--- src/design/two_class_priority_queue_unit_macros.svh ---
// assertion helpers shared by the queue modules
`ifndef TWO_CLASS_PRIORITY_QUEUE_UNIT_MACROS_SVH
`define TWO_CLASS_PRIORITY_QUEUE_UNIT_MACROS_SVH

`ifndef ASSERT_OFF
// property must hold at every clock edge out of reset
`define TCPQ_ASSERT(lbl, clk, rst_n, prop, msg) \
	lbl: assert property (@(posedge clk) disable iff (!rst_n) prop) else $error(msg);
// condition must never be seen at a clock edge out of reset
`define TCPQ_ASSERT_NEVER(lbl, clk, rst_n, cond, msg) \
	lbl: assert property (@(posedge clk) disable iff (!rst_n) !(cond)) else $error(msg);
`else
`define TCPQ_ASSERT(lbl, clk, rst_n, prop, msg)
`define TCPQ_ASSERT_NEVER(lbl, clk, rst_n, cond, msg)
`endif

`endif

--- src/design/tcpq_pkg.sv ---
package tcpq_pkg;

	typedef logic signed [31:0] word_t;
	typedef logic [1:0] code_t;

	// request codes
	localparam code_t REQ_ENQ  = 2'd0;
	localparam code_t REQ_PRIO = 2'd1;
	localparam code_t REQ_DEQ  = 2'd2;

	// result status codes
	localparam code_t ST_DONE  = 2'd0;
	localparam code_t ST_FULL  = 2'd1;
	localparam code_t ST_EMPTY = 2'd2;

	localparam word_t THRESHOLD_RESET = 32'sd60;

	// read address sources (offsets from the head)
	typedef enum logic [1:0] {
		RD_HEAD,
		RD_SCAN,
		RD_SHIFT
	} rd_src_t;

	// write address and data sources
	typedef enum logic [1:0] {
		WR_TAIL,
		WR_SHIFT,
		WR_POS
	} wr_src_t;

	// controller to datapath commands
	typedef struct packed {
		logic    load_req;
		logic    rd_en;
		rd_src_t rd_src;
		logic    wr_en;
		wr_src_t wr_src;
		logic    cnt_inc;
		logic    pop;
		logic    scan_inc;
		logic    shift_init;
		logic    shift_dec;
		logic    out_ld;
		code_t   out_status;
		logic    out_from_mem;
	} cmd_t;

	// datapath to controller status
	typedef struct packed {
		logic is_enq;
		logic is_prio;
		logic is_deq;
		logic val_hi;
		logic full;
		logic empty;
		logic rd_hi;
		logic scan_last;
		logic shift_last;
	} sts_t;

endpackage

--- src/design/tcpq_ctrl.sv ---
`include "two_class_priority_queue_unit_macros.svh"

module tcpq_ctrl
	import tcpq_pkg::*;
(
	input  logic clk,
	input  logic arst_n,
	input  logic req_valid,
	output logic req_ready,
	output logic rsp_valid,
	input  logic rsp_ready,
	input  sts_t sts,
	output cmd_t cmd
);

	localparam logic [3:0] S_IDLE      = 4'd0;
	localparam logic [3:0] S_DECODE    = 4'd1;
	localparam logic [3:0] S_DQ_WAIT   = 4'd2;
	localparam logic [3:0] S_SCAN_RD   = 4'd3;
	localparam logic [3:0] S_SCAN_CHK  = 4'd4;
	localparam logic [3:0] S_SHIFT_RD  = 4'd5;
	localparam logic [3:0] S_SHIFT_WR  = 4'd6;
	localparam logic [3:0] S_INSERT    = 4'd7;
	localparam logic [3:0] S_FINISH    = 4'd8;

	logic [3:0] state_q;
	logic [3:0] state_nx;
	code_t      res_code_q;
	code_t      res_code_nx;
	logic       res_mem_q;
	logic       res_mem_nx;
	logic       out_valid_q;

	// next state and command decode
	always_comb begin
		state_nx    = state_q;
		res_code_nx = res_code_q;
		res_mem_nx  = res_mem_q;
		cmd         = '0;
		req_ready   = 1'b0;
		unique case (state_q)
			S_IDLE: begin
				req_ready = 1'b1;
				if (req_valid) begin
					cmd.load_req = 1'b1;
					state_nx     = S_DECODE;
				end
			end
			S_DECODE: begin
				res_code_nx = ST_DONE;
				res_mem_nx  = 1'b0;
				state_nx    = S_FINISH;
				// unused request code falls through with nothing to do
				if (sts.is_enq) begin
					priority if (sts.full) begin
						res_code_nx = ST_FULL;
					end else if (sts.is_prio && sts.val_hi) begin
						state_nx = sts.empty ? S_INSERT : S_SCAN_RD;
					end else begin
						cmd.wr_en   = 1'b1;
						cmd.wr_src  = WR_TAIL;
						cmd.cnt_inc = 1'b1;
					end
				end else if (sts.is_deq) begin
					if (sts.empty) begin
						res_code_nx = ST_EMPTY;
					end else begin
						cmd.rd_en  = 1'b1;
						cmd.rd_src = RD_HEAD;
						state_nx   = S_DQ_WAIT;
					end
				end
			end
			S_DQ_WAIT: begin
				cmd.pop    = 1'b1;
				res_mem_nx = 1'b1;
				state_nx   = S_FINISH;
			end
			S_SCAN_RD: begin
				cmd.rd_en  = 1'b1;
				cmd.rd_src = RD_SCAN;
				state_nx   = S_SCAN_CHK;
			end
			S_SCAN_CHK: begin
				// leading run continues, or ends at the tail
				if (sts.rd_hi) begin
					if (sts.scan_last) begin
						cmd.wr_en   = 1'b1;
						cmd.wr_src  = WR_TAIL;
						cmd.cnt_inc = 1'b1;
						state_nx    = S_FINISH;
					end else begin
						cmd.scan_inc = 1'b1;
						state_nx     = S_SCAN_RD;
					end
				end else begin
					cmd.shift_init = 1'b1;
					state_nx       = S_SHIFT_RD;
				end
			end
			S_SHIFT_RD: begin
				cmd.rd_en  = 1'b1;
				cmd.rd_src = RD_SHIFT;
				state_nx   = S_SHIFT_WR;
			end
			S_SHIFT_WR: begin
				cmd.wr_en     = 1'b1;
				cmd.wr_src    = WR_SHIFT;
				cmd.shift_dec = 1'b1;
				state_nx      = sts.shift_last ? S_INSERT : S_SHIFT_RD;
			end
			S_INSERT: begin
				cmd.wr_en   = 1'b1;
				cmd.wr_src  = WR_POS;
				cmd.cnt_inc = 1'b1;
				state_nx    = S_FINISH;
			end
			S_FINISH: begin
				// load the result register once it is free
				if (!out_valid_q || rsp_ready) begin
					cmd.out_ld       = 1'b1;
					cmd.out_status   = res_code_q;
					cmd.out_from_mem = res_mem_q;
					state_nx         = S_IDLE;
				end
			end
			default: begin
				state_nx = S_IDLE;
			end
		endcase
	end

	// state and result bookkeeping
	always_ff @(posedge clk or negedge arst_n) begin
		if (!arst_n) begin
			state_q     <= S_IDLE;
			res_code_q  <= ST_DONE;
			res_mem_q   <= 1'b0;
			out_valid_q <= 1'b0;
		end else begin
			state_q    <= state_nx;
			res_code_q <= res_code_nx;
			res_mem_q  <= res_mem_nx;
			if (cmd.out_ld) begin
				out_valid_q <= 1'b1;
			end else if (rsp_ready) begin
				out_valid_q <= 1'b0;
			end
		end
	end

	assign rsp_valid = out_valid_q;

	`TCPQ_ASSERT(a_accept_decodes, clk, arst_n,
		(req_valid && req_ready) |=> (state_q == S_DECODE), "accepted request not decoded")
	`TCPQ_ASSERT_NEVER(a_no_overwrite, clk, arst_n, cmd.out_ld && out_valid_q && !rsp_ready,
		"result overwritten before transfer")
	`TCPQ_ASSERT(a_ld_sets_valid, clk, arst_n, cmd.out_ld |=> rsp_valid, "loaded result not shown")
	`TCPQ_ASSERT_NEVER(a_one_mem_op, clk, arst_n, cmd.cnt_inc && cmd.pop, "grow and pop together")

endmodule

--- config.mk ---
export PLATFORM = sky130hd
export DESIGN_NAME = tcpq_ctrl
export DESIGN_NICKNAME = d
export VERILOG_FILES = /design/src/design/tcpq_pkg.sv /design/src/design/tcpq_ctrl.sv
export VERILOG_INCLUDE_DIRS = /design/src /design/src/design
export SDC_FILE = /design/constraint.sdc
export NUM_CORES = 1
export LEC_CHECK = 0
export ABC_AREA = 0
export BUFFER_PORTS_ARGS = -buffer_cell sky130_fd_sc_hd__buf_2
export CAP_MARGIN = 10
export CORE_MARGIN = 2
export CORE_UTILIZATION = 45
export CTS_BUF_LIST = sky130_fd_sc_hd__clkbuf_8
export DETAILED_ROUTE_END_ITERATION = 10
export GPL_TIMING_DRIVEN = 0
export PLACE_DENSITY = 0.83
export SETUP_SLACK_MARGIN = 0.1
export SLEW_MARGIN = 40
export SYNTH_ARGS = -nofsm -noshare
export SYNTH_HDL_FRONTEND = slang
export SYNTH_SLANG_ARGS = --single-unit
export TNS_END_PERCENT = 10
--- constraint.sdc ---
create_clock -name clk -period 1.87 [get_ports clk]
set_input_delay 0.561 -clock clk [delete_from_list [all_inputs] [get_ports clk]]
set_output_delay 0.561 -clock clk [all_outputs]
set_load 0.05 [all_outputs]
# Word-level counts from Yosys, hierarchy flattened
# Cells that the tools add are included.
[word_totals] out_inout_bits=18 regBits=8 wordCells=63
[op_classes] reduce_logical=8 n_eq_ne=10 muxes=41
[ops] operator="two-way mux 4 bit" n=16
[ops] operator="one-hot mux 4 bit (8 select lines)" n=1
[ops] operator="equality test 4 x 3 -> 1 bit, second input constant" n=4
[ops] operator="two-way mux 3 bit" n=4
[ops] operator="one-hot mux 3 bit (4 select lines)" n=1
[ops] operator="two-way mux 1 bit" n=11
[ops] operator="two-way mux 2 bit" n=5
[ops] operator="one-hot mux 3 bit (3 select lines)" n=1
[ops] operator="equality test 4 x 2 -> 1 bit, second input constant" n=2
[ops] operator="equality test 4 x 1 -> 1 bit, second input constant" n=1
[ops] operator="equality test 4 bit, second input constant" n=1
[ops] operator="logical NOT 4 bit" n=1
[ops] operator="!= test 2 bit, second input constant" n=2
[ops] operator="nonzero test 2 bit" n=2
[ops] operator="one-hot mux 1 bit (3 select lines)" n=1
[ops] operator="one-hot mux 1 bit (2 select lines)" n=1
[ops] operator="AND reduction 2 bit" n=1
[ops] operator="OR reduction 2 bit" n=1
[ops] operator="logical AND 1 bit" n=1
[ops] operator="logical NOT 1 bit" n=1
[ops] operator="logical OR 1 bit" n=1

# Logic depth before layout (Yosys ltp)
[logic_depth] ltp_word=5 mapped_depth=4

# Worst setup path after synthesis
# Ideal clock, no wire load.
[synth_path] kind="register to output" startpoint="reg state_q[0]" endpoint="out cmd[15] (netlist name)" stages_incl_launch_ff=4 n_path_buf=1 slack_ns=-1.540 t_arrival_ns=2.849 path_cell_list="dfrtp_1 clkbuf_1 nor4_1 and2_1"
[synth_rtl] item="start, declared" line="tcpq_ctrl.sv:26" rtl="logic [3:0] state_q;"
[synth_rtl] item="start signal, assigned" line="tcpq_ctrl.sv:141" rtl="state_q <= state_nx;"
[synth_rtl] item="end, declared" line="tcpq_ctrl.sv:13" rtl="output cmd_t cmd"

==> out/results.ini <==
[worst_setup_path]
r2r_end = state_q[3]
cp_max_fo = 5
cp.required_ns = 1.31
r2r_cells = 5
regToRegSetupSlack_ns = 0.19
arrival_ns = 1.73
rr_startpoint = state_q[3]
startpoint = state_q[3]
crit_path_start_kind = register
critPathKind = register to primary output
end_kind = primary output

[global_routing]
grt_use_total_pct = 25.3
grt-busiest-layer = met2
use_met3_pct = 2.17
grt_max_degree = 11
antenna_found_initial = 0
grt_pass1_vias = 639
gr-total-overflow = 0
gr-usage-met2_pct = 44.1
met1_usage_pct = 32.0
grt_pass1_wl_um = 2750

[sta]
final.setup.tns_ns = -4.24
fin_skew_ns = 0.00210
fin_crit_ns = 2.30
hold_viol_final = 0
rsz0062_at_grt = true
tightest_slew_ns = 0.423
slew_violations = 0
period_share_pct = 123
clock.fmax_ghz = 0.436
maxSlewHeadroom_pct = 71.7
setup_ws_ns = -0.425
setup_viol = 17

[synthesis]
ys_ff_latch = 8
synth_cell_type_count = 33
ys_seq_area_share_pct = 32.5
postSynthCellCount = 74
synth_fp_nets = 87
yosysWarnings = 0
syn_area_sq_um = 616
syn_area_per_cell_sq_um = 8.32

[outcome]
status = finished with violations
violations = negative setup slack

[die]
coreArea_sq_mm = 0.00128
die_y_um = 41.0
ios = 31
rows = 13
die-area_sq_mm = 0.00168
die_w_um = 41.0
start_util_pct = 47.9

[place]
dp_hpwl_um = 1250
io_buffers = 30
pre_cts_slack_ns = -0.458
dp.cells = 119
place.gp.congestion = 0.771

[route]
wl_um = 2370
antenna_left = 0
via_per_inst = 5.76
drt_iter0_markers = 25
wl_per_cell_um = 17.8
remaining_drc_errors = 0
via_count = 766
first_pass_iters = 4

[final_layout]
final_layout_size_suffix_gt1_share_pct = 62.7
multi_input_area_sq_um = 510
finalNetCount = 133
area_growth_pct = 87.2
fin_cells = 133
num_antenna_cells = 0
n_fill_cell = 59
ff_latch_area_sq_um = 205

[clock_network]
cts_tree = built
clock-sinks = 8
clk_latency_ns = 0.23
cts_buffers = 3
htree_num_levels = 1
clock-root-buffer = clkbuf_8
post_cts_hold_buffer_count = 0
clk_pin_slew_ns = 0.04
clk_path_buf_depth = 2

[power_and_ir_drop]
powerDensity_mw_per_mm2 = 1280
ir_drop_mv = 0.769
p_leak_nw = 0.529

[run]
max_cap_violations = 0

[min_path]
hold_path_class = primary input to asynchronous set/reset pin

where the power goes:
| part | switching [mW] | leakage [nW] | internal, mW |
|---|---|---|---|
| registers | 0.0642 | 0.100 | 0.240 |
| logic | 0.563 | 0.407 | 0.408 |
| clock network | 0.0629 | 0.0216 | 0.139 |
area by class of cell:
class                           instances  area share, %
Sequential cell                         8           17.8
Clock buffer                            3           3.58
Multi-Input combinational cell         57           44.3
Buffer                                  6           4.23
Tap cell                               15           1.63
Timing Repair Buffer                   41           27.5
Inverter                                3          0.977
worst max-delay path by stage:
stage	endpoint	slack (ns)	depth (start not counted)
after detailed placement	cmd[11]	-0.46	5
after global placement	cmd[11]	-0.47	5
after floorplan	cmd[11]	-0.52	3
final	cmd[11]	-0.43	4
after CTS	cmd[11]	-0.42	4
after global routing	cmd[11]	-0.47	4
cells by family (layout without fill, tap and decap cells):
kind of cell,Yosys count,count (layout),share of synthesized area [%]
compound gates,9,9,9.76
simple gates,46,46,48.2
flops,8,8,32.5
xor+xnor,1,1,1.42
buf+inv,9,53,6.50
mux,1,1,1.63
layout by cell type (no fill, tap or decap), types with 2 or more instances in the layout:
master	instances
buf_4	21
or3_1	2
clkbuf_8	3
nand2b_1	3
nand2_1	9
or4b_4	2
nor4b_4	2
nand3_1	3
buf_6	10
dfrtp_2	4
and2_1	2
nand4b_1	3
dfrtp_1	4
buf_2	13
nor2_1	2
clkbuf_4	2
inv_1	3
Yosys cell counts:
master    instances  area [sq um]
nand2_1          10          37.5
dfrtp_1           8           200
and2_1            4          25.0
nand2b_1          4          25.0
nand3_1           4          20.0
a21oi_1           3          15.0
clkbuf_1          3          11.3
inv_1             3          11.3
nand4b_1          3          26.3
nor4b_1           3          26.3
buf_2             2          10.0
nor2_1            2          7.51
nor2b_1           2          12.5
nor4bb_1          2          20.0
or3_1             2          12.5
or4b_1            2          20.0
a21o_1            1          7.51
a221oi_1          1          8.76
and3b_1           1          8.76
and4b_1           1          10.0
and4bb_2          1          12.5
buf_4             1          7.51
mux2i_1           1          10.0
nand3b_1          1          7.51
nand4_1           1          6.26
nor3_1            1          5.00
nor3b_1           1          7.51
nor4_1            1          6.26
o211ai_1          1          7.51
o21ai_0           1          5.00
o221ai_1          1          8.76
o31ai_1           1          7.51
xnor2_1           1          8.76
worst max-delay path: stages (launching register included):
cell      delay, ns
dfrtp_2        0.42
or4b_4         0.54
buf_6          0.14
o211ai_1       0.18
buf_4          0.23
flip-flops by register name, summed over array words and instances (netlist names):
register	flops
rsp_valid	1
res_code_q	2
res_mem_q	1
state_q	4
routing by layer:
metal / wire length (um) / up-vias / part of all wire (%)
met5: 0 / - / 0
met4: 29 / 0 / 1.2
met3: 89 / 5 / 3.8
met1: 1010 / 373 / 43
li1: - / 359 / -
met2: 1240 / 29 / 52
repair_timing:
action                                  CTS  global route
endpoints found under the setup margin   17            18
pin swaps                                 4             9
setup buffers                             2             9
resized for setup                        39            19
stage by stage:
stage / instance area (sq um) / hold slack [ns] / util (%) / power, mW
after global placement: 845 / 0.410 / 65.7 / 0.925
final: 1150 / 0.174 / 89.7 / 1.48
after detailed placement: 845 / 0.413 / 65.7 / 0.949
after floorplan: 676 / 0.265 / - / 0.807
after global routing: 1150 / 0.191 / 89.7 / 1.54
after CTS: 1020 / 0.175 / 79.4 / 1.29
Power figures use the tool's default switching activity.
