==> src/design/two_class_priority_queue_unit_macros.svh <==
// assertion helpers shared by the queue modules
`ifndef TWO_CLASS_PRIORITY_QUEUE_UNIT_MACROS_SVH
`define TWO_CLASS_PRIORITY_QUEUE_UNIT_MACROS_SVH

`ifndef ASSERT_OFF
// property must hold at every clock edge out of reset
`define TCPQ_ASSERT(lbl, clk, rst_n, prop, msg) \
	lbl: assert property (@(posedge clk) disable iff (!rst_n) prop) else $error(msg);
// condition must never be seen at a clock edge out of reset
`define TCPQ_ASSERT_NEVER(lbl, clk, rst_n, cond, msg) \
	lbl: assert property (@(posedge clk) disable iff (!rst_n) !(cond)) else $error(msg);
`else
`define TCPQ_ASSERT(lbl, clk, rst_n, prop, msg)
`define TCPQ_ASSERT_NEVER(lbl, clk, rst_n, cond, msg)
`endif

`endif

==> src/design/tcpq_pkg.sv <==
package tcpq_pkg;

	typedef logic signed [31:0] word_t;
	typedef logic [1:0] code_t;

	// request codes
	localparam code_t REQ_ENQ  = 2'd0;
	localparam code_t REQ_PRIO = 2'd1;
	localparam code_t REQ_DEQ  = 2'd2;

	// result status codes
	localparam code_t ST_DONE  = 2'd0;
	localparam code_t ST_FULL  = 2'd1;
	localparam code_t ST_EMPTY = 2'd2;

	localparam word_t THRESHOLD_RESET = 32'sd60;

	// read address sources (offsets from the head)
	typedef enum logic [1:0] {
		RD_HEAD,
		RD_SCAN,
		RD_SHIFT
	} rd_src_t;

	// write address and data sources
	typedef enum logic [1:0] {
		WR_TAIL,
		WR_SHIFT,
		WR_POS
	} wr_src_t;

	// controller to datapath commands
	typedef struct packed {
		logic    load_req;
		logic    rd_en;
		rd_src_t rd_src;
		logic    wr_en;
		wr_src_t wr_src;
		logic    cnt_inc;
		logic    pop;
		logic    scan_inc;
		logic    shift_init;
		logic    shift_dec;
		logic    out_ld;
		code_t   out_status;
		logic    out_from_mem;
	} cmd_t;

	// datapath to controller status
	typedef struct packed {
		logic is_enq;
		logic is_prio;
		logic is_deq;
		logic val_hi;
		logic full;
		logic empty;
		logic rd_hi;
		logic scan_last;
		logic shift_last;
	} sts_t;

endpackage

==> src/design/tcpq_datapath.sv <==
`include "two_class_priority_queue_unit_macros.svh"

module tcpq_datapath
	import tcpq_pkg::*;
#(
	parameter int QUEUE_DEPTH = 16
) (
	input  logic  clk,
	input  logic  arst_n,
	input  cmd_t  cmd,
	output sts_t  sts,
	input  code_t req_type,
	input  word_t in_value,
	input  logic  cfg_wr,
	input  word_t cfg_data,
	output code_t out_status,
	output word_t out_value
);

	localparam int AW = $clog2(QUEUE_DEPTH);
	localparam int CW = $clog2(QUEUE_DEPTH + 1);
	localparam logic [AW:0]   DEPTH_W = (AW + 1)'(QUEUE_DEPTH);
	localparam logic [CW-1:0] DEPTH_C = CW'(QUEUE_DEPTH);
	localparam logic [AW-1:0] LAST_A  = AW'(QUEUE_DEPTH - 1);

	code_t          req_type_q;
	word_t          in_value_q;
	word_t          threshold_q;
	logic [CW-1:0]  count_q;
	logic [AW-1:0]  head_q;
	logic [CW-1:0]  scan_q;
	logic [CW-1:0]  shift_k_q;
	word_t          mem [QUEUE_DEPTH];
	word_t          rdata_q;
	code_t          out_status_q;
	word_t          out_value_q;

	logic [CW-1:0]  rd_off;
	logic [CW-1:0]  wr_off;
	logic [AW-1:0]  raddr;
	logic [AW-1:0]  waddr;
	word_t          wdata;

	// offset from head to ring address, one compare and subtract
	function automatic logic [AW-1:0] ring_addr(input logic [AW-1:0] head,
		input logic [CW-1:0] off);
		logic [AW:0] sum;
		sum = {1'b0, head} + {1'b0, off[AW-1:0]};
		if (sum >= DEPTH_W) begin
			sum = sum - DEPTH_W;
		end
		return sum[AW-1:0];
	endfunction

	// request capture
	always_ff @(posedge clk) begin
		if (cmd.load_req) begin
			req_type_q <= req_type;
			in_value_q <= in_value;
		end
	end

	// threshold register
	always_ff @(posedge clk or negedge arst_n) begin
		if (!arst_n) begin
			threshold_q <= THRESHOLD_RESET;
		end else if (cfg_wr) begin
			threshold_q <= cfg_data;
		end
	end

	// fill count and head pointer
	always_ff @(posedge clk or negedge arst_n) begin
		if (!arst_n) begin
			count_q <= '0;
			head_q  <= '0;
		end else if (cmd.cnt_inc) begin
			count_q <= count_q + CW'(1);
		end else if (cmd.pop) begin
			count_q <= count_q - CW'(1);
			head_q  <= (head_q == LAST_A) ? '0 : head_q + AW'(1);
		end
	end

	// scan position and shift index
	always_ff @(posedge clk or negedge arst_n) begin
		if (!arst_n) begin
			scan_q    <= '0;
			shift_k_q <= '0;
		end else begin
			if (cmd.load_req) begin
				scan_q <= '0;
			end else if (cmd.scan_inc) begin
				scan_q <= scan_q + CW'(1);
			end
			if (cmd.shift_init) begin
				shift_k_q <= count_q;
			end else if (cmd.shift_dec) begin
				shift_k_q <= shift_k_q - CW'(1);
			end
		end
	end

	// address and data selection
	always_comb begin
		unique case (cmd.rd_src)
			RD_SCAN:  rd_off = scan_q;
			RD_SHIFT: rd_off = shift_k_q - CW'(1);
			default:  rd_off = '0;
		endcase
		unique case (cmd.wr_src)
			WR_SHIFT: begin
				wr_off = shift_k_q;
				wdata  = rdata_q;
			end
			WR_POS: begin
				wr_off = scan_q;
				wdata  = in_value_q;
			end
			default: begin
				wr_off = count_q;
				wdata  = in_value_q;
			end
		endcase
		raddr = ring_addr(head_q, rd_off);
		waddr = ring_addr(head_q, wr_off);
	end

	// entry storage, registered read
	always_ff @(posedge clk) begin
		if (cmd.wr_en) begin
			mem[waddr] <= wdata;
		end
		if (cmd.rd_en) begin
			rdata_q <= mem[raddr];
		end
	end

	// result register
	always_ff @(posedge clk) begin
		if (cmd.out_ld) begin
			out_status_q <= cmd.out_status;
			out_value_q  <= cmd.out_from_mem ? rdata_q : '0;
		end
	end

	assign out_status = out_status_q;
	assign out_value  = out_value_q;

	// status towards the controller
	always_comb begin
		sts.is_enq     = (req_type_q == REQ_ENQ) || (req_type_q == REQ_PRIO);
		sts.is_prio    = (req_type_q == REQ_PRIO);
		sts.is_deq     = (req_type_q == REQ_DEQ);
		sts.val_hi     = (in_value_q >= threshold_q);
		sts.full       = (count_q == DEPTH_C);
		sts.empty      = (count_q == '0);
		sts.rd_hi      = (rdata_q >= threshold_q);
		sts.scan_last  = ((scan_q + CW'(1)) == count_q);
		sts.shift_last = (shift_k_q == (scan_q + CW'(1)));
	end

	`TCPQ_ASSERT(a_inc_not_full, clk, arst_n, cmd.cnt_inc |-> (count_q < DEPTH_C), "growth when full")
	`TCPQ_ASSERT(a_pop_not_empty, clk, arst_n, cmd.pop |-> (count_q != '0), "pop when empty")
	`TCPQ_ASSERT(a_shift_above_pos, clk, arst_n,
		(cmd.wr_en && (cmd.wr_src == WR_SHIFT)) |-> (shift_k_q > scan_q), "shift below position")

endmodule

==> config.mk <==
export PLATFORM = sky130hd
export DESIGN_NAME = tcpq_datapath
export DESIGN_NICKNAME = d
export VERILOG_FILES = /design/src/design/tcpq_pkg.sv /design/src/design/tcpq_datapath.sv
export VERILOG_INCLUDE_DIRS = /design/src /design/src/design
export SDC_FILE = /design/constraint.sdc
export NUM_CORES = 1
export LEC_CHECK = 0
export BUFFER_PORTS_ARGS = -buffer_cell sky130_fd_sc_hd__buf_2
export CAP_MARGIN = 20
export CORE_ASPECT_RATIO = 0.9
export CORE_MARGIN = 2
export CORE_UTILIZATION = 55
export CTS_BUF_LIST = sky130_fd_sc_hd__clkbuf_8
export DETAILED_ROUTE_END_ITERATION = 12
export PLACE_DENSITY_LB_ADDON = 0.1
export SYNTH_ARGS = -nofsm -noshare
export SYNTH_HDL_FRONTEND = slang
export SYNTH_SLANG_ARGS = --single-unit
==> constraint.sdc <==
create_clock -name clk -period 5.16 [get_ports clk]
set_input_delay 0.516 -clock clk [delete_from_list [all_inputs] [get_ports clk]]
set_output_delay 0.516 -clock clk [all_outputs]
set_load 0.05 [all_outputs]
## Word-level counts from Yosys, hierarchy flattened

Memory sizes are Yosys's and may differ from the RTL's. A register that Yosys moved wholly into a read port is not among the register bits.
Index checks and enable logic that the tools add are counted.
W data, S select, Z words.

- Bits in writable memories: 512
- Register bits: 119
- Output and inout port bits: 43
- Word-level logic and storage cells: 55
- Memories kept: 1
- Bits of input ports: 85

Memory list:

| memory | words | bits a word | read ports | clocked after memory_dff | write ports | RTL line | text |
|---|---|---|---|---|---|---|---|
| mem | 16 | 32 | 1 | 1 | 1 | tcpq_datapath.sv:33 | `word_t mem [QUEUE_DEPTH];` |

- $add $sub $neg: 9
- Bitwise operators: 1
- $lt $le $gt $ge: 4
- Equal/unequal tests: 10
- Mux-type cells: 14
- Reductions and logical operators: 7

Operator list:

| cell | number |
|---|---|
| $ge A32 B32 Y1 | 2 |
| $mux W32 | 1 |
| $mux W5 | 6 |
| $pmux W4 S2 | 2 |
| $mux W4 | 3 |
| $add A4 B4 Y5 | 2 |
| $add A5 B1 Y5 const B | 2 |
| $eq A5 B5 Y1 | 2 |
| $ge A5 B5 Y1 const B | 2 |
| $sub A5 B1 Y5 const B | 2 |
| $sub A4 B1 Y4 const B | 2 |
| $eq A2 B1 Y1 const B | 3 |
| $eq A2 B2 Y1 const B | 3 |
| $reduce_bool A2 Y1 | 3 |
| $eq A5 B5 Y1 const B | 1 |
| $logic_not A5 Y1 | 1 |
| $add A4 B1 Y4 const B | 1 |
| $eq A4 B4 Y1 const B | 1 |
| $logic_not A2 Y1 | 1 |
| $mux W1 | 2 |
| $reduce_and A2 Y1 | 1 |
| $logic_or A1 B1 Y1 | 1 |
| $not A1 Y1 | 1 |

## Depth between registers and ports, before layout

- Depth in word-level cells: 5
- Depth in mapped cells: 13

## Least setup slack after synthesis

No wires, ideal clock.

- Kind: in2reg
- Start point: input cmd[10] (netlist bit)
- End point: memory mem[6][0] (netlist bit) (enable)
- Library setup time: 0.421 ns
- Data arrival time: 4.132 ns
- Data required time: 4.739 ns
- Stages: 11
- Buffers on the path: 2
- Path slack: 0.607 ns
- Cells stage by stage: inv_1 -> ha_1 -> clkbuf_1 -> clkbuf_1 -> a22oi_1 -> o21ai_1 -> ha_1 -> inv_1 -> fa_1 -> or3b_2 -> nor2_1

- Word-level cells in the longest chain between the ends: 5
- Elaborated cells on any way between the ends: 7

RTL lines:

| element | RTL line | text |
|---|---|---|
| from (decl) | tcpq_datapath.sv:10 | `input cmd_t cmd,` |
| $eq A2 B2 Y1 / $eq A2 B1 Y1 (equally long branches) | tcpq_datapath.sv:111 | `unique case (cmd.wr_src)` |
| $pmux W4 S2 * | tcpq_datapath.sv:111 |  |
| $add A4 B4 Y5 * | tcpq_datapath.sv:48 | `sum = {1'b0, head} + {1'b0, off[AW-1:0]};` |
| $sub A4 B1 Y4 / $ge A5 B5 Y1 (equally long branches) | tcpq_datapath.sv:50, tcpq_datapath.sv:49 |  |
| $mux W4 * | tcpq_datapath.sv:49 | `if (sum >= DEPTH_W) begin` |
| to (decl) | tcpq_datapath.sv:33 |  |

Mark *: on every way between the ends. The rest lies on a longest branch, timed or not.

==> summary.json <==
{
  "run_status": "finished clean",
  "maxSlewHeadroom_pct": 40.3,
  "clock_skew_ns": 0.0343,
  "wirelength_um": 62400,
  "grt_pass1_wl_um": 93000,
  "die_h_um": 215,
  "grt_max_degree": 78,
  "synth_cells": 1382,
  "power.leakage_uw": 0.0111,
  "power_density_nw_per_um2": 547,
  "worst_ep_required_time_ns": 4.64,
  "crit_path_top_delay_cell": "a221oi_1",
  "start_util_pct": 55.6,
  "gr-total-overflow": 0,
  "detailroute.via_count": 13998,
  "remaining_drc_errors": 0,
  "synth.lib_cells_used.distinct": 49,
  "synth_fp_nets": 1550,
  "synthesis.yosys.warnings": 0,
  "cap_viol_max_count": 0,
  "gp_routability_congestion": 0.792,
  "dpl.hpwl_um": 35900,
  "asyncSetResetFlopFracSynth_pct": 7.69,
  "drt-pass1-iter-count": 5,
  "power.ir.vdd_worst_uv": 393,
  "tritoncts": "built",
  "n_antenna_cell": 0,
  "syn-mean-instance-area_sq_um": 19.7,
  "worst_slack_ns": 0.615,
  "setup-violations-final": 0,
  "clockBufferDepth": 3,
  "post_cts.resized_instances": 0,
  "route.antenna.remaining_nets": 0,
  "path_class": "reg2out",
  "final.min_clock_period_ns": 4.55,
  "maxSlewViolCount": 0,
  "fraction_of_the_cycle_the_final_worst_path_needs_pct": 88.1,
  "ys_dominant_reg_cell": "edfxtp_1",
  "numCtsBuffers": 103,
  "die-area_sq_um": 51200,
  "clk_root_buffer_cell": "clkbuf_8",
  "rsz0062_at_grt": "no",
  "cts.sinks": 663,
  "io_pins": 128,
  "grt_usage_pct": 25.2,
  "floorplan.die.width_um": 238,
  "ys_seq_elements": 663,
  "finalNetCount": 1813,
  "worst_ep_arrival_time_ns": 4.03,
  "top_family_by_delay_on_critical_path": "compound AO/OA/AOI/OAI gates",
  "routed_wl_per_cell_um": 26.4,
  "final_layout_size_suffix_gt1_share_pct": 28.4,
  "critPathLaunchType": "flop",
  "hold_viol": 0,
  "rows": 77,
  "worstSkewPairLatency_ns": 0.69,
  "number_of_enable_flip_flop_cells_after_synthesis": 612,
  "synth.yosys.seq_area_share_pct": 72.3,
  "initial_antenna_violation_count": 2,
  "fin_tns_setup_ns": 0,
  "clock_tree.htree_level_count": 3,
  "slowest_delay_ns": 0.70,
  "post-cts-setup-buffer-count": 0,
  "synth_area_sq_um": 27200,
  "reg2reg_slack_ns": 1.28,
  "cts.reportedPaths.clkPinSlew_ns": 0.06,
  "worst_pin_slew_ns": 0.895,
  "crit_chain": "inv_1 -> ha_1 -> a21oi_1 -> o21ai_0 -> a221oi_1 -> o211ai_1 -> a31oi_1 -> mux2_1 -> buf_2",
  "cts.hold.buffers_added": 51,
  "first_global_vias": 14520,
  "dp_slack_ns": 1.06,
  "placeableCoreArea_sq_um": 48900,
  "worstHoldPathType": "in2reg",
  "worst_hold_margin_ns": 0.0469,
  "fmax_mhz": 220,
  "worst-path-max-fanout": 3,
  "critical_path.endpoint_type": "output port",
  "dr.first_iter.drc_count": 1358,
  "cp.buffers_inverters": 2,
  "port_buffers": 127,
  "number_of_vias_per_cell": 5.93,
  "area.growth.synth_to_final_pct": 15.2
}
## kinds of logic after synthesis
kind of cell	Yosys count	synth area share [%]
multiplexers	195	15.0
XOR/XNOR	36	1.21
buffers and inverters	104	1.81
AO/OA/AOI/OAI	121	2.57
AND/OR/NAND/NOR	180	3.20
adder cells (fa/ha/maj)	83	3.90
flip-flops	663	72.3
## final timing paths
path / from / depth (start not counted) / endpoint
worst min register to register: threshold_q[4] / 2 / threshold_q[4]
worst min-delay path: cfg_data[7] / 3 / threshold_q[7]
worst max-delay path: threshold_q[5] / 9 / sts[5]
max in group asynchronous: arst_n / 3 / threshold_q[22]
min in group asynchronous: arst_n / 3 / shift_k_q[1]
worst max register to register: shift_k_q[0] / 8 / rdata_q[21]
## placed cells by master (no fill, tap or decap), drive strengths merged, types with 11 or more instances in the layout
cell,instances
clkinv,31
inv,92
ha,80
dfrtp,47
xnor2,20
nand2,67
nor2,32
edfxtp,612
mux2,34
dlygate4sd3,51
buf,162
and2,33
a21o,11
a21oi,34
nand3,13
o21ai,53
clkbuf,111
xor2,16
nand4,17
mux4,160
## layout make-up
class,instances,area [sq um]
repair buffers,213,1490
clock inverters,79,464
flip-flops and latches,663,19700
clock buffers,111,1530
multi-input cells,615,7200
inverters,49,184
well taps,632,791
fillers,3446,17600
## stage by stage
stage                     cell area, sq um  std cells  util (%)  power (uW)
after floorplan                      27200       1382         -       11300
after global placement               28800       2120      58.8       12900
after detailed placement             28800       2120      58.8       13000
after CTS                            31300       2361      63.9       17300
after global routing                 31300       2362      64.0       17900
final                                31300       2362      64.0       17100
## state kept, by name (all words and copies together), names as in the netlist
| signal | count |
|---|---|
| out_status | 2 |
| req_type_q | 2 |
| in_value_q | 32 |
| rdata_q | 32 |
| mem | 512 |
| head_q | 4 |
| count_q | 5 |
| shift_k_q | 5 |
| out_value | 32 |
| scan_q | 5 |
| threshold_q | 32 |
## report_power, final
group	internal [uW]	switching, uW	leakage [uW]	total [uW]
logic	2180	2960	0.00372	5140
registers	7310	466	0.00624	7770
clock network	2200	2040	0.00117	4230
total	11700	5460	0.0111	17100
## cell usage after synthesis (4+ instances only)
| cell | number | area, sq um |
|---|---|---|
| o21ai_1 | 12 | 60.1 |
| ha_1 | 80 | 1000 |
| nand2_1 | 67 | 251 |
| buf_6 | 8 | 90.1 |
| a21oi_1 | 34 | 170 |
| nor2_1 | 31 | 116 |
| mux2_2 | 32 | 360 |
| buf_2 | 7 | 35.0 |
| inv_1 | 49 | 184 |
| nor3_1 | 5 | 25.0 |
| and2_1 | 33 | 206 |
| buf_4 | 9 | 67.6 |
| nand3_1 | 13 | 65.1 |
| xor2_1 | 16 | 140 |
| dfrtp_1 | 47 | 1180 |
| nor2b_1 | 4 | 25.0 |
| mux4_2 | 137 | 3090 |
| nand4_1 | 17 | 106 |
| clkbuf_1 | 30 | 113 |
| o21ai_0 | 41 | 205 |
| edfxtp_1 | 612 | 18400 |
| a22oi_1 | 8 | 60.1 |
| xnor2_1 | 18 | 158 |
| dfstp_2 | 4 | 105 |
| mux4_1 | 23 | 604 |
| a21o_1 | 11 | 82.6 |
## tightest hold or removal path: cells and delay by family
family,cells,cell delay (ns)
compound gates,1,0.06
buf+inv,1,0.07
simple gates,1,0.04
## per-layer routing
metal  GRT usage [%]  vias to the layer above  wire length (um)
met3            5.18                       82              4170
met1            37.0                     7306             27500
met4            6.21                        2              1040
met2            39.5                      483             29600
li1                -                     6125                 -
met5               0                        -                13
No activity file was read; power rests on OpenSTA's default activity.
